## config.mk

```make
export PLATFORM = sky130hd
export DESIGN_NAME = mac_frame_header_parser_top_flat
export DESIGN_NICKNAME = d
export VERILOG_FILES = /design/src/mfhp_pkg.sv /design/src/mfhp_stream_if.sv /design/src/mac_frame_header_parser_top.sv /design/src/mfhp_parser.sv /design/src/mfhp_out_buffer.sv /design/src/flat_wrapper.sv
export SDC_FILE = /design/constraint.sdc
export NUM_CORES = 1
export LEC_CHECK = 0
export ABC_AREA = 1
export ABC_CLOCK_PERIOD_IN_PS = 9330
export BUFFER_PORTS_ARGS = -buffer_cell sky130_fd_sc_hd__buf_2
export CORE_MARGIN = 2
export CORE_UTILIZATION = 60
export CTS_CLUSTER_DIAMETER = 100
export CTS_CLUSTER_SIZE = 24
export DETAILED_ROUTE_END_ITERATION = 12
export PLACE_DENSITY = 0.84
export SLEW_MARGIN = 20
export SYNTH_ARGS = -nofsm -noshare
export SYNTH_HDL_FRONTEND = slang
export SYNTH_SLANG_ARGS = --single-unit
```

## constraint.sdc

```tcl
create_clock -name clk -period 9.33 [get_ports clk]
set_input_delay 0.933 -clock clk [delete_from_list [all_inputs] [get_ports clk]]
set_output_delay 0.933 -clock clk [all_outputs]
set_load 0.02 [all_outputs]
```

## src/mfhp_pkg.sv

```systemverilog
// Package with the shared types and helpers of the MAC frame header parser.
`timescale 1ns / 1ps
`default_nettype none

package mfhp_pkg;

    localparam int unsigned PosWidth = 4;

    localparam logic [2:0]  FrameKindMask = 3'h7;
    localparam logic [1:0]  ModeRawShort  = 2'h2;
    localparam logic [1:0]  ModeRawExt    = 2'h3;

    localparam logic [1:0]  ModeNone      = 2'd0;
    localparam logic [1:0]  ModeShort     = 2'd1;
    localparam logic [1:0]  ModeExt       = 2'd2;

    localparam logic [PosWidth-1:0] PosFcLow   = 4'd0;
    localparam logic [PosWidth-1:0] PosFcHigh  = 4'd1;
    localparam logic [PosWidth-1:0] PosSeq     = 4'd2;
    localparam logic [PosWidth-1:0] PosPanLow  = 4'd3;
    localparam logic [PosWidth-1:0] PosPanHigh = 4'd4;
    localparam logic [PosWidth-1:0] PosAddr    = 4'd5;
    localparam logic [PosWidth-1:0] ShortLen   = 4'd2;

    typedef struct packed {
        logic [7:0] data_byte;
        logic       frame_start;
        logic       frame_end;
    } in_item_t;

    typedef struct packed {
        logic                header_valid;
        logic [2:0]          frame_kind;
        logic [3:0]          control_flags;
        logic [1:0]          dest_mode;
        logic [1:0]          src_mode;
        logic [7:0]          sequence_number;
        logic [15:0]         pan_id;
        logic [15:0]         dest_short;
        logic [15:0]         src_short;
        logic [7:0]          unit_specifier;
        logic [PosWidth-1:0] bytes_parsed;
    } out_item_t;

    function automatic logic [1:0] map_mode(input logic [1:0] raw);
        logic [1:0] mode;
        unique case (raw)
            ModeRawShort: mode = ModeShort;
            ModeRawExt:   mode = ModeExt;
            default:      mode = ModeNone;
        endcase
        return mode;
    endfunction

endpackage

`default_nettype wire

```

## src/mfhp_stream_if.sv

```systemverilog
// Valid/ready stream interface that carries one payload per transaction.
`timescale 1ns / 1ps
`default_nettype none

interface mfhp_stream_if #(
    parameter type payload_t = logic
);
    logic     valid;
    logic     ready;
    payload_t payload;

    modport source (output valid, output payload, input ready);
    modport sink   (input valid, input payload, output ready);
endinterface

`default_nettype wire

```

## src/mac_frame_header_parser_top.sv

```systemverilog
// Top level of the MAC frame header parser.
//
//   Channel   Direction   Transaction carries
//   frame     in          data_byte, frame_start, frame_end
//   header    out         one parsed header result per frame
//
// Each byte's fields are captured into the field registers in the cycle of its
// transaction, and a result lands in the result register at the same edge. A new
// byte can be taken in every cycle while the skid stage is empty. A stalled result
// moves into a skid stage, and frame bytes stop only when both result slots are
// full. After reset the parser is idle until a byte with frame_start.
`timescale 1ns / 1ps
`default_nettype none

module mac_frame_header_parser_top
    import mfhp_pkg::*;
(
    input  wire logic     clk,
    input  wire logic     rst_n,
    mfhp_stream_if.sink   frame,
    mfhp_stream_if.source header
);

    logic      res_valid;
    out_item_t res_item;
    logic      up_ready;

    assign frame.ready = up_ready;

    mfhp_parser u_parser (
        .clk       (clk),
        .rst_n     (rst_n),
        .in_valid  (frame.valid),
        .in_item   (frame.payload),
        .in_ready  (up_ready),
        .res_valid (res_valid),
        .res_item  (res_item)
    );

    mfhp_out_buffer u_out_buffer (
        .clk       (clk),
        .rst_n     (rst_n),
        .res_valid (res_valid),
        .res_item  (res_item),
        .up_ready  (up_ready),
        .header    (header)
    );

endmodule

`default_nettype wire

```

## src/mfhp_parser.sv

```systemverilog
// Header field capture: position tracking, field registers and result building.
`timescale 1ns / 1ps
`default_nettype none

module mfhp_parser
    import mfhp_pkg::*;
(
    input  wire logic      clk,
    input  wire logic      rst_n,
    input  wire logic      in_valid,
    input  wire in_item_t  in_item,
    input  wire logic      in_ready,
    output logic           res_valid,
    output out_item_t      res_item
);

    logic [PosWidth-1:0] pos_reg, pos_next;
    logic                done_reg, done_next;
    logic [15:0]         cw_reg, cw_next;
    logic [7:0]          seq_reg, seq_next;
    logic [15:0]         pan_reg, pan_next;
    logic [15:0]         dest_reg, dest_next;
    logic [15:0]         src_reg, src_next;

    logic [PosWidth-1:0] pos_eff;
    logic                done_eff;
    logic [15:0]         cw_eff;
    logic [PosWidth-1:0] dest_end;
    logic [PosWidth-1:0] src_end;
    logic                accept;
    logic                emit_valid;
    logic                emit;
    logic [7:0]          spec;
    logic [7:0]          b;

    assign accept = in_valid && in_ready;
    assign b      = in_item.data_byte;

    always_comb
    begin
        pos_eff   = in_item.frame_start ? '0 : pos_reg;
        done_eff  = in_item.frame_start ? 1'b0 : done_reg;
        cw_eff    = in_item.frame_start ? '0 : cw_reg;
        pos_next  = pos_eff;
        done_next = done_eff;
        cw_next   = cw_eff;
        seq_next  = in_item.frame_start ? '0 : seq_reg;
        pan_next  = in_item.frame_start ? '0 : pan_reg;
        dest_next = in_item.frame_start ? '0 : dest_reg;
        src_next  = in_item.frame_start ? '0 : src_reg;
        emit       = 1'b0;
        emit_valid = 1'b0;
        spec       = '0;

        dest_end = PosAddr + ((cw_eff[11:10] == ModeRawShort) ? ShortLen : '0);
        src_end  = dest_end + ((cw_eff[15:14] == ModeRawShort) ? ShortLen : '0);

        if (!done_eff)
        begin
            pos_next = pos_eff + PosWidth'(1);
            if (pos_eff == PosFcLow)
            begin
                cw_next[7:0] = b;
            end
            else if (pos_eff == PosFcHigh)
            begin
                cw_next[15:8] = b;
            end
            else if (pos_eff == PosSeq)
            begin
                seq_next = b;
            end
            else if (pos_eff == PosPanLow)
            begin
                pan_next[7:0] = b;
            end
            else if (pos_eff == PosPanHigh)
            begin
                pan_next[15:8] = b;
            end
            else if (pos_eff < dest_end)
            begin
                if (pos_eff == PosAddr)
                begin
                    dest_next[7:0] = b;
                end
                else
                begin
                    dest_next[15:8] = b;
                end
            end
            else if (pos_eff < src_end)
            begin
                if (pos_eff == dest_end)
                begin
                    src_next[7:0] = b;
                end
                else
                begin
                    src_next[15:8] = b;
                end
            end
            else
            begin
                done_next  = 1'b1;
                emit       = 1'b1;
                emit_valid = 1'b1;
                spec       = b;
            end

            if (!emit && in_item.frame_end)
            begin
                done_next = 1'b1;
                emit      = 1'b1;
            end
        end
    end

    assign res_valid = accept && emit;

    always_comb
    begin
        res_item.header_valid    = emit_valid;
        res_item.frame_kind      = cw_next[2:0] & FrameKindMask;
        res_item.control_flags   = cw_next[6:3];
        res_item.dest_mode       = map_mode(cw_next[11:10]);
        res_item.src_mode        = map_mode(cw_next[15:14]);
        res_item.sequence_number = seq_next;
        res_item.pan_id          = pan_next;
        res_item.dest_short      = dest_next;
        res_item.src_short       = src_next;
        res_item.unit_specifier  = spec;
        res_item.bytes_parsed    = pos_next;
    end

    always_ff @(posedge clk or negedge rst_n)
    begin
        if (!rst_n)
        begin
            pos_reg  <= '0;
            done_reg <= 1'b1;
            cw_reg   <= '0;
            seq_reg  <= '0;
            pan_reg  <= '0;
            dest_reg <= '0;
            src_reg  <= '0;
        end
        else if (accept)
        begin
            pos_reg  <= pos_next;
            done_reg <= done_next;
            cw_reg   <= cw_next;
            seq_reg  <= seq_next;
            pan_reg  <= pan_next;
            dest_reg <= dest_next;
            src_reg  <= src_next;
        end
    end

endmodule

`default_nettype wire

```

## src/mfhp_out_buffer.sv

```systemverilog
// Result register with a skid stage so the input side keeps flowing through a stall until the skid stage is full.
`timescale 1ns / 1ps
`default_nettype none

module mfhp_out_buffer
    import mfhp_pkg::*;
(
    input  wire logic      clk,
    input  wire logic      rst_n,
    input  wire logic      res_valid,
    input  wire out_item_t res_item,
    output logic           up_ready,
    mfhp_stream_if.source  header
);

    logic      out_valid_reg, out_valid_next;
    out_item_t out_data_reg, out_data_next;
    logic      skid_valid_reg, skid_valid_next;
    out_item_t skid_data_reg, skid_data_next;

    assign up_ready       = !skid_valid_reg;
    assign header.valid   = out_valid_reg;
    assign header.payload = out_data_reg;

    always_comb
    begin
        out_valid_next  = out_valid_reg;
        out_data_next   = out_data_reg;
        skid_valid_next = skid_valid_reg;
        skid_data_next  = skid_data_reg;
        if (!out_valid_reg || header.ready)
        begin
            if (skid_valid_reg)
            begin
                out_valid_next  = 1'b1;
                out_data_next   = skid_data_reg;
                skid_valid_next = 1'b0;
            end
            else
            begin
                out_valid_next = res_valid;
                out_data_next  = res_item;
            end
        end
        else if (res_valid)
        begin
            skid_valid_next = 1'b1;
            skid_data_next  = res_item;
        end
    end

    always_ff @(posedge clk or negedge rst_n)
    begin
        if (!rst_n)
        begin
            out_valid_reg  <= 1'b0;
            skid_valid_reg <= 1'b0;
        end
        else
        begin
            out_valid_reg  <= out_valid_next;
            skid_valid_reg <= skid_valid_next;
        end
    end

    always_ff @(posedge clk)
    begin
        out_data_reg  <= out_data_next;
        skid_data_reg <= skid_data_next;
    end

endmodule

`default_nettype wire

```

## src/flat_wrapper.sv

```systemverilog
// flat-port wrapper written by rule: the top's interface ports become plain ports
module mac_frame_header_parser_top_flat import mfhp_pkg::*;
  (clk, rst_n, frame_valid, frame_payload, frame_ready, header_valid, header_payload, header_ready);
  mfhp_stream_if #(.payload_t(in_item_t)) frame_i ();
  mfhp_stream_if #(.payload_t(out_item_t)) header_i ();
  input  wire logic clk;
  input  wire logic rst_n;
  input wire logic [$bits(frame_i.valid)-1:0] frame_valid;
  input wire logic [$bits(frame_i.payload)-1:0] frame_payload;
  output wire logic [$bits(frame_i.ready)-1:0] frame_ready;
  output wire logic [$bits(header_i.valid)-1:0] header_valid;
  output wire logic [$bits(header_i.payload)-1:0] header_payload;
  input wire logic [$bits(header_i.ready)-1:0] header_ready;
  assign frame_i.valid = frame_valid;
  assign frame_i.payload = frame_payload;
  assign frame_ready = frame_i.ready;
  assign header_valid = header_i.valid;
  assign header_payload = header_i.payload;
  assign header_i.ready = header_ready;
  mac_frame_header_parser_top u_core (.clk(clk), .rst_n(rst_n), .frame(frame_i), .header(header_i));
endmodule
```

After elaboration in Yosys (flattened, before gate mapping):

Cells that the tools add are included.

* bits in latches: 0
* output and inout port bits: 82
* word-level logic and storage cells: 130
* bits in writable memories: 0
* memory bits (read-only): 0
* bits in registers: 239
* memories kept: 0

* $add $sub $neg: 3
* multiplexer cells: 71
* $lt $le $gt $ge: 2
* divide/modulo/power cells: 0
* multipliers: 0
* equal/unequal tests: 12
* bitwise gates (word level): 1
* reduce and logical (&&, ||, !) cells: 10
* shift-type cells: 0

Operators by type and width (count)
* $mux 16: 24
* $mux 8: 23
* $mux 80: 1
* $mux 1: 17
* $eq 2x2->1 const B: 6
* $eq 4x2->1 const B: 2
* $eq 4x3->1 const B: 2
* $lt 4x4->1: 2
* $mux 4: 2
* $pmux 2 s2: 2
* $add 3x2->4 const A: 1
* $add 4x1->4 const B: 1
* $add 4x2->4: 1
* $eq 4x1->1 const B: 1
* $eq 4x4->1: 1
* $logic_not 4->1: 1
* $mux 2: 2
* $logic_and 1x1->1: 3
* $logic_not 1->1: 3
* $reduce_and 2->1: 1
* $reduce_bool 2->1: 1
* $logic_or 1x1->1: 1
* $not 1->1: 1

Logic depth before layout (Yosys ltp):

* depth in word-level cells: 21
* depth in mapped cells: 19
* gate-level depth less buffers: 18

Modules after synthesis:

A second synthesis with hierarchy kept.

* cells, all modules: 1076
* area total of the unflattened synthesis: 10313.6 µm²

Modules (own cells, without submodules)
* mfhp_out_buffer: times used 1, area an instance 5934.4 µm², cells each 427, sequential area each 4854.7 µm²
* mfhp_parser: times used 1, area an instance 4379.2 µm², cells each 649, sequential area each 1803.0 µm²

Worst setup path before layout:

No wires, ideal clock.

* path kind: in2reg
* start point: input port header_ready
* end point: register u_core.u_out_buffer.skid_data_reg[0] (netlist bit), enable pin
* setup slack: 2.450 ns
* data required time: 8.811 ns
* stages: 3
* arrival: 6.361 ns
* path buffers: 0
* cell sequence: inv_1 -> nand2_1 -> nor2_1

* longest elaborated chain between the ends: 3

Ends and longest elaborated chain
* start, declared: line flat_wrapper.sv:13 `input wire logic [$bits(header_i.ready)-1:0] header_ready;`
* $logic_or 1x1->1: line mfhp_out_buffer.sv:31 `if (!out_valid_reg || header.ready)`
* $not 1->1 (no line)
* $reduce_and 2->1 (no line)
* end signal, assigned: line mfhp_out_buffer.sv:69 `skid_data_reg <= skid_data_next;`
* end, declared: line mfhp_out_buffer.sv:19 `out_item_t skid_data_reg, skid_data_next;`

Every way passes these cells.
A chain may end at the register's enable or synchronous reset.

Worst setup path in the final report:

* start point: input port frame_payload[1]
* end point: register u_core.u_out_buffer.skid_data_reg[11] (netlist bit), enable pin

* longest elaborated chain between the ends: 20
* elaborated cells between the ends (all ways): 30
* those cells by class: add/sub (2); order compare (2); eq/ne (6); mux (15); reduce/logical (5)

Ends and longest elaborated chain
* start, declared: line flat_wrapper.sv:9 `input wire logic [$bits(frame_i.payload)-1:0] frame_payload;`
* $mux 16: line mfhp_parser.sv:43 `cw_eff = in_item.frame_start ? '0 : cw_reg;`
* $eq 2x2->1: line mfhp_parser.sv:55 `dest_end = PosAddr + ((cw_eff[11:10] == ModeRawShort) ? ShortLen : '0);`
* $mux 2: line mfhp_parser.sv:55
* $add 3x2->4: line mfhp_parser.sv:55
* $add 4x2->4: line mfhp_parser.sv:56 `src_end = dest_end + ((cw_eff[15:14] == ModeRawShort) ? ShortLen : '0);`
* $lt 4x4->1: line mfhp_parser.sv:92 `else if (pos_eff < src_end)`
* $mux 1: line mfhp_parser.sv:92
* $mux 1: line mfhp_parser.sv:81 `else if (pos_eff < dest_end)`
* [... 4 more ...]
* $mux 1: line mfhp_parser.sv:61 `if (pos_eff == PosFcLow)`
* $mux 1: line mfhp_parser.sv:58 `if (!done_eff)`
* $logic_not 1->1: line mfhp_parser.sv:111 `if (!emit && in_item.frame_end)`
* $logic_and 1x1->1: line mfhp_parser.sv:111
* $mux 1: line mfhp_parser.sv:111
* $mux 1 *: line mfhp_parser.sv:58
* $logic_and 1x1->1 *: line mfhp_parser.sv:119 `assign res_valid = accept && emit;`
* $reduce_and 2->1 (no line) *

Every way passes the cells marked *; elsewhere a longest branch is shown, timed or not. The select of a mux whose other input is x is not followed.

==> flow_summary.yaml <==
clock_tree:
  path_clk_slew_ps: 100
  postCtsHoldBufs: 0
  post-cts-setup-buffers: 0
  ctsHtreeMaxLevel: 1
  cts_tree: "yes"
  clk_path_buf_depth: 3
  clk_latency_ps: 470
  clock-root-buffer: "clkbuf_16"
  cts_made_buffers: 13
  numClockSinks: 234
  cts_resized: 0
sta:
  setup_viol: 0
  period_minus_slack_ps: 4740
  slew_violations: 0
  worstMarginPinSlew_ps: 1010
  setup_tns_ps: 0
  hold_violations: 0
  finalCritPeriodShare_pct: 50.8
  fin_hold_ws_ps: 490
  rsz0062_at_grt: "no"
  finClkSkew_ps: 9.88
  relSlewSlack_pct: 32.9
  fmax_mhz: 211
power:
  leakagePower_nw: 5.16
  vdd_ir_drop_max_v: 0.000160
  p_per_area_nw_per_um2: 189
synth:
  syn-num-nets: 1087
  synth-edff-count: 160
  ys_ff_latch: 234
  synth_top_flop_cell: "edfxtp_1"
  seq_area_frac_synth_pct: 63.5
  synth_cells: 1066
  syn-cell-area_um2: 10500
  synth_area_leaders: "edfxtp_1 (46%), dfrtp_1 (17%), nand2_1 (14%)"
  syn_avg_cell_area_um2: 9.83
  synth.distinct_cells: 31
  synth_async_sr_flop_share_pct: 31.6
  ys_warn_count: 0
  yosys.area.top_type: "edfxtp_1"
  synth_top_area_share_pct: 45.8
flow_run:
  timing.max_cap.violations: 0
global_route:
  antenna_found_initial: 1
  grt_pass1_wl_mm: 36.0
  track_usage_pct: 24.9
  grt_max_degree: 75
  grt-ovfl-total: 0
  grt_pass1_vias: 6946
placement:
  dp_hpwl_mm: 14.7
  port_buffers: 95
  gp_congestion: 0.971
floorplan:
  core_um2: 17200
  start_util_pct: 61.0
  die_width_um: 136
  die_h_um: 136
  rows: 48
  dieArea_um2: 18500
  io_pins: 96
critical_path:
  crit_required_ps: 9440
  arrival_ps: 4850
  cp.buffers_inverters: 5
  worstPathMaxFanout: 70
  crit_path_max_incr_delay_ps: 690
  path_cells: "buf_2, inv_6, nand2_1, nor2_2, ha_1, inv_1, ha_1, nand3_1, nand2_1, inv_1, nor2_2, nand3_4, nand2_2, nand2_1, nand2_1, nand3_1, nor2_4, buf_4"
  crit_family: "simple AND/OR/NAND/NOR gates"
  endpoint_kind: "flip-flop"
  r2r_slack_ps: 5110
  crit_path_frequent_cell: "nand2_1"
  crit_path_top_delay_cell: "buf_4"
  startpoint_type: "input pin"
  path_class: "in2reg"
drt:
  avgViaCountPerCell: 5.53
  vias: 7544
  antenna_left: 0
  post_drt_wl_per_cell_um: 16.8
  drt_iter0_markers: 732
  route.detailed.drc: 0
  routed_wl_mm: 22.9
  drtPass1Iterations: 5
min_path:
  hp-class: "reg2reg"
cells_and_area:
  area_growth_pct: 9.15
  layout-drive-gt1-share_pct: 17.7
  finalNetCount: 1153
  fin_util_pct: 66.6
  num_antenna_cells: 0
outcome:
  run_status: "completed"
stage by stage:
| stage | setup WS (ps) | power (mW) | instances | area, µm² |
|---|---|---|---|---|
| after detailed placement | 4110 | 1.61 | 1342 | 11100 |
| after global placement | 4280 | 1.59 | 1342 | 11100 |
| final | 4590 | 2.16 | 1363 | 11400 |
| after CTS | 4600 | 2.17 | 1363 | 11400 |
| after floorplan | 2450 | 1.50 | 1066 | 10500 |
| after global routing | 4170 | 2.25 | 1363 | 11400 |
final cells by class:
cell class / count / area, µm²
multi-input combinational: 697 / 3290
tap: 225 / 282
timing repair buffer: 102 / 528
fill: 1351 / 5730
clock buffer: 20 / 352
sequential: 234 / 6660
inverter: 84 / 320
clock inverter: 1 / 8.76
per-layer routing:
layer	part of all wire [%]	vias to the layer above	GRT usage, %
li1	-	3636	-
met1	43	3591	35.8
met5	0	-	0
met3	5.8	41	2.57
met2	48	276	40.1
met4	3.0	0	8.39
layout by cell type (no fill, tap or decap), types with 11 or more instances in the layout:
| master | instances |
|---|---|
| nand4_1 | 16 |
| inv_1 | 69 |
| o21ai_2 | 29 |
| nor2_1 | 29 |
| nand2_2 | 11 |
| dfrtp_1 | 72 |
| o21ai_1 | 31 |
| nand2_1 | 400 |
| clkbuf_16 | 13 |
| nor2_2 | 11 |
| nand3_1 | 67 |
| inv_2 | 14 |
| buf_2 | 95 |
| o21ai_0 | 73 |
| edfxtp_1 | 160 |
cell families (layout without fill, tap and decap cells):
| kind of cell | after synthesis | in the layout | share of synthesized area, % |
|---|---|---|---|
| buffers and inverters | 135 | 207 | 5.26 |
| xor gates and xnor gates | 2 | 2 | 0.167 |
| adders and majority gates | 7 | 7 | 0.835 |
| AOI/OAI and AO/OA | 137 | 137 | 7.67 |
| and+or+nand+nor | 551 | 551 | 22.6 |
| DFF | 234 | 234 | 63.5 |
Yosys cell counts (2+ instances only):
library cell and count:
nand2_1 402, edfxtp_1 160, dfrtp_1 73, o21ai_0 73, inv_1 69, nand3_1 67, o21ai_1 31, clkbuf_1 30
nor2_1 30, o21ai_2 29, nand4_1 16, inv_2 14, buf_1 12, nor2_2 11, nand2_2 10, ha_1 7
buf_4 4, buf_6 3, nand2_4 3, nand3_2 3, nand3_4 3, nor2_4 3, a21oi_2 2, buf_2 2
nor3_1 2, xor2_1 2
worst paths after layout:
path / startpoint / endpoint / cells past startpoint
max: frame_payload[1] / u_core.u_out_buffer.skid_data_reg[11]$_DFFE_PP_ / 18
min: u_core.u_parser.pan_reg[7]$_DFFE_PN0P_ / u_core.u_parser.pan_reg[7]$_DFFE_PN0P_ / 2
max reg2reg: u_core.u_out_buffer.skid_valid_reg$_DFFE_PN0P_ / u_core.u_out_buffer.skid_data_reg[11]$_DFFE_PP_ / 6
min reg2reg: u_core.u_parser.pan_reg[7]$_DFFE_PN0P_ / u_core.u_parser.pan_reg[7]$_DFFE_PN0P_ / 2
max in group asynchronous: rst_n / u_core.u_out_buffer.skid_valid_reg$_DFFE_PN0P_ / 2
min in group asynchronous: rst_n / u_core.u_parser.pan_reg[13]$_DFFE_PN0P_ / 2
tightest hold or removal path, stage by stage, from the launching register on:
cell and delay, ps:
dfrtp_1 360, nand2_1 60, nand2_1 50
where the power goes:
| part | leakage (nW) | switching, mW | internal, mW | total (mW) |
|---|---|---|---|---|
| registers | 2.66 | 0.0342 | 1.21 | 1.24 |
| logic | 2.33 | 0.250 | 0.0876 | 0.337 |
| clock network | 0.173 | 0.318 | 0.264 | 0.582 |
No activity file was read; power rests on OpenSTA's default activity.
